<file path="src/hdl/sem_pkg.sv">
package sem_pkg;

   localparam int OFFSET_W    = 48;
   localparam int LENGTH_W    = 32;
   localparam int TARGET_W    = 6;
   localparam int TCOUNT_W    = 7;
   localparam int CSR_DATA_W  = 32;
   localparam int CSR_ADDR_W  = 3;
   localparam int REG_SEL_BIT = 2;
   localparam int DIVIDEND_W  = OFFSET_W + 1;
   localparam int DIVISOR_W   = 32;

   localparam int EXTENT_CAP_DEF = 16;

   localparam logic [LENGTH_W-1:0] STRIPE_BYTES_RST = 32'd1048576;
   localparam logic [TCOUNT_W-1:0] TARGET_COUNT_RST = 7'd4;
   localparam logic [TCOUNT_W-1:0] TARGET_COUNT_MAX = 7'd64;

   localparam logic OP_READ  = 1'b0;
   localparam logic OP_WRITE = 1'b1;

   typedef enum logic {
      REG_STRIPE_BYTES = 1'b0,
      REG_TARGET_COUNT = 1'b1
   } csr_reg_type;

   typedef enum logic [2:0] {
      ST_IDLE,
      ST_CLAMP,
      ST_START,
      ST_DIV_POS,
      ST_START_TGT,
      ST_DIV_TGT,
      ST_EMIT,
      ST_NONE
   } state_type;

   typedef struct packed {
      logic                operation;
      logic [OFFSET_W-1:0] byte_offset;
      logic [LENGTH_W-1:0] byte_length;
      logic [TARGET_W-1:0] first_target;
      logic [OFFSET_W-1:0] file_size;
   } req_payload_type;

   typedef struct packed {
      logic                extent_valid;
      logic [TARGET_W-1:0] target_index;
      logic [OFFSET_W-1:0] stripe_number;
      logic [LENGTH_W-1:0] offset_in_stripe;
      logic [LENGTH_W-1:0] extent_length;
      logic [OFFSET_W-1:0] file_position;
      logic                last_extent;
   } rsp_payload_type;

endpackage

</file>
<file path="src/hdl/sem_divider.sv">
module sem_divider
   import sem_pkg::*;
(
   input  logic                  clock,
   input  logic                  reset,
   input  logic                  start,
   input  logic [DIVIDEND_W-1:0] dividend,
   input  logic [DIVISOR_W-1:0]  divisor,
   output logic                  done,
   output logic [DIVIDEND_W-1:0] quotient,
   output logic [DIVISOR_W-1:0]  remainder
);

   localparam int STEP_W = $clog2(DIVIDEND_W);

   logic                  busy_ff, busy_in;
   logic                  done_ff, done_in;
   logic [STEP_W-1:0]     step_ff, step_in;
   logic [DIVIDEND_W-1:0] quo_ff, quo_in;
   logic [DIVISOR_W-1:0]  rem_ff, rem_in;
   logic [DIVISOR_W-1:0]  div_ff, div_in;
   logic [DIVISOR_W:0]    trial;
   logic [DIVISOR_W:0]    diff;
   logic                  fits;

   // one quotient bit per cycle, restoring
   always_comb begin
      trial   = {rem_ff, quo_ff[DIVIDEND_W-1]};
      diff    = trial - {1'b0, div_ff};
      fits    = trial >= {1'b0, div_ff};
      busy_in = busy_ff;
      done_in = 1'b0;
      step_in = step_ff;
      quo_in  = quo_ff;
      rem_in  = rem_ff;
      div_in  = div_ff;
      if (start) begin
         busy_in = 1'b1;
         step_in = STEP_W'(DIVIDEND_W - 1);
         quo_in  = dividend;
         rem_in  = '0;
         div_in  = divisor;
      end else if (busy_ff) begin
         quo_in  = {quo_ff[DIVIDEND_W-2:0], fits};
         rem_in  = fits ? diff[DIVISOR_W-1:0] : trial[DIVISOR_W-1:0];
         step_in = step_ff - STEP_W'(1);
         if (step_ff == '0) begin
            busy_in = 1'b0;
            done_in = 1'b1;
         end
      end
   end

   always_ff @(posedge clock) begin
      if (reset) begin
         busy_ff <= 1'b0;
         done_ff <= 1'b0;
      end else begin
         busy_ff <= busy_in;
         done_ff <= done_in;
      end
      step_ff <= step_in;
      quo_ff  <= quo_in;
      rem_ff  <= rem_in;
      div_ff  <= div_in;
   end

   assign done      = done_ff;
   assign quotient  = quo_ff;
   assign remainder = rem_ff;

endmodule

</file>
<file path="src/hdl/stripe_extent_mapper.sv">
// Maps a byte region of a striped file onto round-robin targets and returns one beat per
// extent, no extent crossing a stripe boundary; reads are clamped to the file size, at most
// EXTENT_CAP extents come out per request, and a request covering nothing gives one beat
// with extent_valid low. Each request goes through the accepting state and a clamping step, then
// two passes through the shared bit-serial divider (each a start, the quotient bits and a
// result; offset by stripe size, then stripe plus first target by target count), then one
// extent per cycle while the output register is free. A request covering nothing skips the
// divider, and stalls on the result side hold the block. req_ready is high only between
// requests; the last beat may still wait in the output register while the next request is
// accepted.
module stripe_extent_mapper
   import sem_pkg::*;
#(
   parameter int EXTENT_CAP = EXTENT_CAP_DEF
)
(
   input  logic                  clock,
   input  logic                  reset,
   input  logic                  req_valid,
   output logic                  req_ready,
   input  req_payload_type       req_data,
   output logic                  rsp_valid,
   input  logic                  rsp_ready,
   output rsp_payload_type       rsp_data,
   input  logic                  csr_psel,
   input  logic                  csr_penable,
   input  logic                  csr_pwrite,
   input  logic [CSR_ADDR_W-1:0] csr_paddr,
   input  logic [CSR_DATA_W-1:0] csr_pwdata,
   output logic [CSR_DATA_W-1:0] csr_prdata,
   output logic                  csr_pready
);

   localparam int CNT_W = $clog2(EXTENT_CAP + 1);

   state_type state_ff, state_in;

   logic [LENGTH_W-1:0] sb_ff, sb_in;
   logic [TCOUNT_W-1:0] tc_ff, tc_in;
   logic [LENGTH_W-1:0] sb_eff;
   logic [TCOUNT_W-1:0] tc_eff;
   csr_reg_type         csr_sel;
   logic                csr_wr;

   req_payload_type     req_ff, req_in;
   logic [OFFSET_W-1:0] pos_ff, pos_in;
   logic [LENGTH_W-1:0] rem_ff, rem_in;
   logic [OFFSET_W-1:0] stripe_ff, stripe_in;
   logic [LENGTH_W-1:0] within_ff, within_in;
   logic [TARGET_W-1:0] tgt_ff, tgt_in;
   logic [CNT_W-1:0]    count_ff, count_in;

   logic                rsp_valid_ff, rsp_valid_in;
   rsp_payload_type     rsp_data_ff, rsp_data_in;

   logic                out_free;
   logic                accept;
   logic                div_start;
   logic                div_done;
   logic [DIVIDEND_W-1:0] div_dividend;
   logic [DIVISOR_W-1:0]  div_divisor;
   logic [DIVIDEND_W-1:0] div_quotient;
   logic [DIVISOR_W-1:0]  div_remainder;

   logic [DIVIDEND_W-1:0] limit;
   logic [LENGTH_W-1:0]   room;
   logic [LENGTH_W-1:0]   ext_len;
   logic                  ext_last;
   logic [TCOUNT_W-1:0]   tgt_next;
   logic                  load_ext;
   logic                  load_none;

   // configuration
   assign csr_sel    = csr_reg_type'(csr_paddr[REG_SEL_BIT]);
   assign csr_wr     = csr_psel && csr_penable && csr_pwrite;
   assign csr_pready = 1'b1;

   always_comb begin
      sb_in      = sb_ff;
      tc_in      = tc_ff;
      csr_prdata = '0;
      unique case (csr_sel)
         REG_STRIPE_BYTES: begin
            csr_prdata = sb_ff;
            if (csr_wr) sb_in = csr_pwdata;
         end
         REG_TARGET_COUNT: begin
            csr_prdata = CSR_DATA_W'(tc_ff);
            if (csr_wr) tc_in = csr_pwdata[TCOUNT_W-1:0];
         end
         default: csr_prdata = '0;
      endcase
   end

   assign sb_eff = (sb_ff == '0) ? LENGTH_W'(1) : sb_ff;
   assign tc_eff = (tc_ff == '0) ? TCOUNT_W'(1) :
                   (tc_ff > TARGET_COUNT_MAX) ? TARGET_COUNT_MAX : tc_ff;

   // shared divider
   assign div_dividend = (state_ff == ST_START_TGT) ?
                         ({1'b0, stripe_ff} + DIVIDEND_W'(req_ff.first_target)) :
                         {1'b0, pos_ff};
   assign div_divisor  = (state_ff == ST_START_TGT) ? DIVISOR_W'(tc_eff) : sb_eff;

   sem_divider u_divider (
      .clock     (clock),
      .reset     (reset),
      .start     (div_start),
      .dividend  (div_dividend),
      .divisor   (div_divisor),
      .done      (div_done),
      .quotient  (div_quotient),
      .remainder (div_remainder)
   );

   assign out_free = !rsp_valid_ff || rsp_ready;
   assign accept   = req_valid && req_ready;

   // extent arithmetic
   always_comb begin
      if (req_ff.operation == OP_WRITE) begin
         limit = {1'b1, {OFFSET_W{1'b0}}} - {1'b0, req_ff.byte_offset};
      end else if (req_ff.file_size > req_ff.byte_offset) begin
         limit = {1'b0, req_ff.file_size - req_ff.byte_offset};
      end else begin
         limit = '0;
      end
      room     = sb_eff - within_ff;
      ext_len  = (rem_ff < room) ? rem_ff : room;
      ext_last = (rem_ff == ext_len) || (count_ff == CNT_W'(EXTENT_CAP - 1));
      tgt_next = TCOUNT_W'(tgt_ff) + TCOUNT_W'(1);
   end

   // next state
   always_comb begin
      state_in = state_ff;
      unique case (state_ff)
         ST_IDLE:      if (req_valid) state_in = ST_CLAMP;
         ST_CLAMP:     state_in = ST_START;
         ST_START:     state_in = (rem_ff == '0) ? ST_NONE : ST_DIV_POS;
         ST_DIV_POS:   if (div_done) state_in = ST_START_TGT;
         ST_START_TGT: state_in = ST_DIV_TGT;
         ST_DIV_TGT:   if (div_done) state_in = ST_EMIT;
         ST_EMIT:      if (out_free && ext_last) state_in = ST_IDLE;
         ST_NONE:      if (out_free) state_in = ST_IDLE;
         default:      state_in = ST_IDLE;
      endcase
   end

   // state outputs
   always_comb begin
      req_ready = 1'b0;
      div_start = 1'b0;
      load_ext  = 1'b0;
      load_none = 1'b0;
      unique case (state_ff)
         ST_IDLE:      req_ready = 1'b1;
         ST_START:     div_start = (rem_ff != '0);
         ST_START_TGT: div_start = 1'b1;
         ST_EMIT:      load_ext  = out_free;
         ST_NONE:      load_none = out_free;
         default:      req_ready = 1'b0;
      endcase
   end

   // datapath
   always_comb begin
      req_in       = req_ff;
      pos_in       = pos_ff;
      rem_in       = rem_ff;
      stripe_in    = stripe_ff;
      within_in    = within_ff;
      tgt_in       = tgt_ff;
      count_in     = count_ff;
      rsp_data_in  = rsp_data_ff;
      rsp_valid_in = rsp_valid_ff && !rsp_ready;

      if (accept) begin
         req_in = req_data;
      end
      if (state_ff == ST_CLAMP) begin
         pos_in   = req_ff.byte_offset;
         count_in = '0;
         rem_in   = ({{(DIVIDEND_W-LENGTH_W){1'b0}}, req_ff.byte_length} < limit) ?
                    req_ff.byte_length : limit[LENGTH_W-1:0];
      end
      if (state_ff == ST_DIV_POS && div_done) begin
         stripe_in = div_quotient[OFFSET_W-1:0];
         within_in = div_remainder;
      end
      if (state_ff == ST_DIV_TGT && div_done) begin
         tgt_in = div_remainder[TARGET_W-1:0];
      end
      if (load_ext) begin
         rsp_valid_in                 = 1'b1;
         rsp_data_in.extent_valid     = 1'b1;
         rsp_data_in.target_index     = tgt_ff;
         rsp_data_in.stripe_number    = stripe_ff;
         rsp_data_in.offset_in_stripe = within_ff;
         rsp_data_in.extent_length    = ext_len;
         rsp_data_in.file_position    = pos_ff;
         rsp_data_in.last_extent      = ext_last;
         pos_in    = pos_ff + OFFSET_W'(ext_len);
         rem_in    = rem_ff - ext_len;
         stripe_in = stripe_ff + OFFSET_W'(1);
         within_in = '0;
         tgt_in    = (tgt_next == tc_eff) ? '0 : tgt_next[TARGET_W-1:0];
         count_in  = count_ff + CNT_W'(1);
      end
      if (load_none) begin
         rsp_valid_in             = 1'b1;
         rsp_data_in              = '0;
         rsp_data_in.last_extent  = 1'b1;
      end
   end

   always_ff @(posedge clock) begin
      if (reset) begin
         state_ff     <= ST_IDLE;
         sb_ff        <= STRIPE_BYTES_RST;
         tc_ff        <= TARGET_COUNT_RST;
         rsp_valid_ff <= 1'b0;
      end else begin
         state_ff     <= state_in;
         sb_ff        <= sb_in;
         tc_ff        <= tc_in;
         rsp_valid_ff <= rsp_valid_in;
      end
      req_ff      <= req_in;
      pos_ff      <= pos_in;
      rem_ff      <= rem_in;
      stripe_ff   <= stripe_in;
      within_ff   <= within_in;
      tgt_ff      <= tgt_in;
      count_ff    <= count_in;
      rsp_data_ff <= rsp_data_in;
   end

   assign rsp_valid = rsp_valid_ff;
   assign rsp_data  = rsp_data_ff;

endmodule

</file>
<file path="config.mk">
export PLATFORM = sky130hd
export DESIGN_NAME = stripe_extent_mapper
export DESIGN_NICKNAME = d
export VERILOG_FILES = /design/src/hdl/sem_pkg.sv /design/src/hdl/sem_divider.sv /design/src/hdl/stripe_extent_mapper.sv
export SDC_FILE = /design/constraint.sdc
export NUM_CORES = 2
export LEC_CHECK = 0
export BUFFER_PORTS_ARGS = -buffer_cell sky130_fd_sc_hd__buf_4
export CAP_MARGIN = 15
export CORE_ASPECT_RATIO = 1.5
export CORE_MARGIN = 2
export CORE_UTILIZATION = 46
export DETAILED_ROUTE_END_ITERATION = 8
export GPL_TIMING_DRIVEN = 0
export SLEW_MARGIN = 10
export SYNTH_ARGS = -nofsm -noshare
export SYNTH_HDL_FRONTEND = slang
export SYNTH_SLANG_ARGS = --single-unit
</file>
<file path="constraint.sdc">
create_clock -name clock -period 9.7 [get_ports clock]
set_input_delay 1.455 -clock clock [delete_from_list [all_inputs] [get_ports clock]]
set_output_delay 1.455 -clock clock [all_outputs]
set_load 0.005 [all_outputs]
</file>
==> insert_results.sql <==
INSERT INTO impl_metrics (metric_group, metric, value, unit) VALUES
('grt', 'grt_pass1_vias', '33960', ''),
('route', 'drt_pass1_iterations', '5', ''),
('grt', 'grt_start_max_net_pins', '64', ''),
('setup_path', 'worstSetupPathType', 'reg -> reg', ''),
('placed_design', 'gpl.final_weighted_congestion', '0.9871', ''),
('floorplanning', 'ios', '380', ''),
('clock_tree', 'cts.reportedPaths.clkPinSlew', '60', 'ps'),
('grt', 'antenna_found_initial', '0', ''),
('flow_run', 'cap_viol_max_count', '0', ''),
('finish', 'num-nets-final', '5381', ''),
('synth', 'synth_commonest_cells', 'sky130_fd_sc_hd__nand2_1 (784), sky130_fd_sc_hd__a21oi_1 (448), sky130_fd_sc_hd__edfxtp_1 (355)', ''),
('synth', 'synth.distinct_cells', '84', ''),
('sta', 'clock_tree_skew_after_final_layout', '17.11', 'ps'),
('setup_path', 'timing.rr.start', 'sb_ff[28]$_SDFFE_PP0P_', ''),
('sta', 'post-route-period-util', '96.49', '%'),
('sta', 'max_slew_violation_count', '0', ''),
('setup_path', 'endpoint_kind', 'register', ''),
('synth', 'top_cell_type_by_total_area_after_synthesis', 'sky130_fd_sc_hd__edfxtp_1', ''),
('floorplanning', 'fp-row-count', '130', ''),
('hold_path', 'worstHoldPathType', 'reg -> reg', ''),
('setup_path', 'crit_arrival', '9720', 'ps'),
('power_and_ir_drop', 'power.total', '9.136', 'mW'),
('setup_path', 'r2r_end', 'pos_ff[47]$_DFFE_PP_', ''),
('setup_path', 'critical-path-top-cell-by-count', 'sky130_fd_sc_hd__nor2_1', ''),
('floorplanning', 'die_area', '0.08685', 'sq mm'),
('clock_tree', 'cts-buffers-inserted', '67', ''),
('sta', 'tightest_slew', '1203', 'ps'),
('floorplanning', 'core_area', '0.08377', 'sq mm'),
('setup_path', 'critPathLaunchType', 'register', ''),
('clock_tree', 'clockBufferDepth', '3', ''),
('placed_design', 'placed_cells', '5988', ''),
('clock_tree', 'tritoncts', 'built', ''),
('route', 'remaining_drc_errors', '0', ''),
('outcome', 'outcome', 'complete, no violations', ''),
('synth', 'flip_flop_and_latch_count_after_synthesis', '638', ''),
('synth', 'synth_edf_count', '355', ''),
('synth', 'synth_seq_area_share', '42.02', '%'),
('route', 'detailroute.via_count', '35230', ''),
('setup_path', 'r2r_cells', '39', ''),
('synth', 'ys_dominant_reg_cell', 'sky130_fd_sc_hd__edfxtp_1', ''),
('sta', 'finalHoldViolations', '0', ''),
('floorplanning', 'die_width', '241.3', 'microns'),
('placed_design', 'preCtsSetupSlack', '-2166', 'ps'),
('route', 'via_per_inst', '5.757', ''),
('synth', 'netlist_area', '0.03885', 'sq mm'),
('sta', 'achievable-frequency', '0.1068', 'GHz'),
('finish', 'insertedDiodeCount', '0', ''),
('setup_path', 'critPathMaxFanout', '12', ''),
('sta', 'timing.slew.headroom', '19.82', '%'),
('route', 'post_drt_wl_per_cell', '24.08', 'microns'),
('setup_path', 'first_element_of_the_critical_path', 'sb_ff[28]$_SDFFE_PP0P_', ''),
('floorplanning', 'start_util', '46.38', '%'),
('clock_tree', 'cts_max_level', '3', ''),
('setup_path', 'worst-r2r-setup-slack', '340', 'ps'),
('synth', 'synth-async-reset-ratio', '0', '%'),
('setup_path', 'worstPathRequired', '10060', 'ps'),
('synth', 'synthDominantCellAreaShare', '27.44', '%'),
('clock_tree', 'worst_skew_pair.late_latency', '650', 'ps'),
('finish', 'final-instance-count-excl-fill', '6119', ''),
('route', 'detail-route-antenna-nets', '0', ''),
('grt', 'globalRouteOverflowTotal', '0', ''),
('finish', 'share_of_final_layout_standard_cells_stronger_than_drive_strength_1', '12.35', '%'),
('placed_design', 'placement.io_buffers', '375', ''),
('setup_path', 'critPathMaxStageDelay', '470', 'ps'),
('synth', 'synthesis.yosys.warnings', '0', ''),
('synth', 'yosys.cell_count.top_type', 'sky130_fd_sc_hd__nand2_1', ''),
('clock_tree', 'holdBufCountCts', '0', ''),
('synth', 'syn_inst', '4484', ''),
('route', 'drt_iter0_drc', '2941', ''),
('power_and_ir_drop', 'static-leakage-power', '18.85', 'nW'),
('power_and_ir_drop', 'power_per_cell_area', '198.5', 'mW/mm^2');
[flip-flops by register name, indices dropped and copies added, names as in the netlist, 48 cells and up]
register and flops:
pos_ff 48, req_ff 135, rsp_data 168, stripe_ff 48, u_divider.quotient 49
[area by class of cell]
type,instances,area (sq um)
Fill cell,7916,37750
Sequential cell,638,16330
Tap cell,1122,1404
Timing Repair Buffer,394,3059
Multi-Input combinational cell,3338,20960
Clock buffer,88,1899
Clock inverter,32,424.2
Buffer,258,1005
Inverter,249,934.6
[cell usage in the layout, fill, tap and decap left out, drive strengths merged, types with 35 or more instances in the layout]
master	n
a211oi	45
a21o	110
a21oi	448
a31oi	39
and2	40
buf	418
clkbuf	322
dfxtp	283
edfxtp	355
ha	252
inv	252
mux2i	42
nand2	784
nand2b	35
nand3	90
nand4	67
nor2	253
nor2b	53
nor3	102
nor4	46
o21ai	269
xnor2	179
xor2	109
[kinds of logic (layout without fill, tap and decap cells)]
| family | count (synthesis) | in the layout | share of synthesized area (%) |
|---|---|---|---|
| AO/OA/AOI/OAI | 1160 | 1160 | 18.18 |
| XOR/XNOR | 288 | 288 | 6.492 |
| adder cells (fa/ha/maj) | 259 | 259 | 8.450 |
| buffers and inverters | 508 | 1021 | 4.956 |
| flip-flops | 638 | 638 | 42.02 |
| multiplexers | 54 | 54 | 1.440 |
| other | 1 | 1 | 0.009652 |
| AND/OR/NAND/NOR | 1576 | 1576 | 18.46 |
[report_power, final]
group	internal (mW)	leakage, nW	switching, mW
sequential	3.21	5.62	0.288
clock	1.63	1.12	1.16
combinational	1.11	12.1	1.73
[worst min path at each step]
stage	startpoint	to	slack, ps	depth (start not counted)
floorplan	within_ff[19]$_SDFFE_PP0P_	rsp_data[100]$_SDFFE_PP0P_	450	2
global placement	rsp_data[39]$_SDFFE_PP0P_	rsp_data[39]$_SDFFE_PP0P_	440	2
detailed placement	rsp_data[39]$_SDFFE_PP0P_	rsp_data[39]$_SDFFE_PP0P_	450	2
CTS	rsp_data[39]$_SDFFE_PP0P_	rsp_data[39]$_SDFFE_PP0P_	460	2
global route	rsp_data[126]$_SDFFE_PP0P_	rsp_data[126]$_SDFFE_PP0P_	470	2
finish	rsp_data[161]$_SDFFE_PP0P_	rsp_data[161]$_SDFFE_PP0P_	460	2
[metrics by stage]
stage                     utilization, %  instance area, sq um  hold WS (ps)
after floorplan                        -                 38850         445.1
after global placement             51.42                 43070         443.4
after detailed placement           51.63                 43250         448.0
after CTS                          54.74                 45850         456.9
after global routing               54.93                 46020         473.6
final                              54.93                 46020         455.4
[what timing repair did]
item	4_1_cts	5_1_grt
resized for setup	48	36
pin swaps	6	12
setup endpoints to repair	75	60
buffers inserted	7	5
[layer usage]
metal  wire, microns  vias to the layer above  track usage [%]
met3            8549                      342            3.351
li1                -                    16800                -
met1           58170                    16720            40.38
met2           69910                     1370            55.28
met5               0                        -                0
met4           10740                        0            21.91
[worst max-delay path: cells and delay by family (launching register included)]
family          cells  cell delay, ps
fa+ha+maj           4            1370
flops               1             390
buf+inv             4             700
compound gates     15            3420
mux                 2             530
xor+xnor            2             400
simple gates       12            2230
Power figures use the tool's default switching activity.
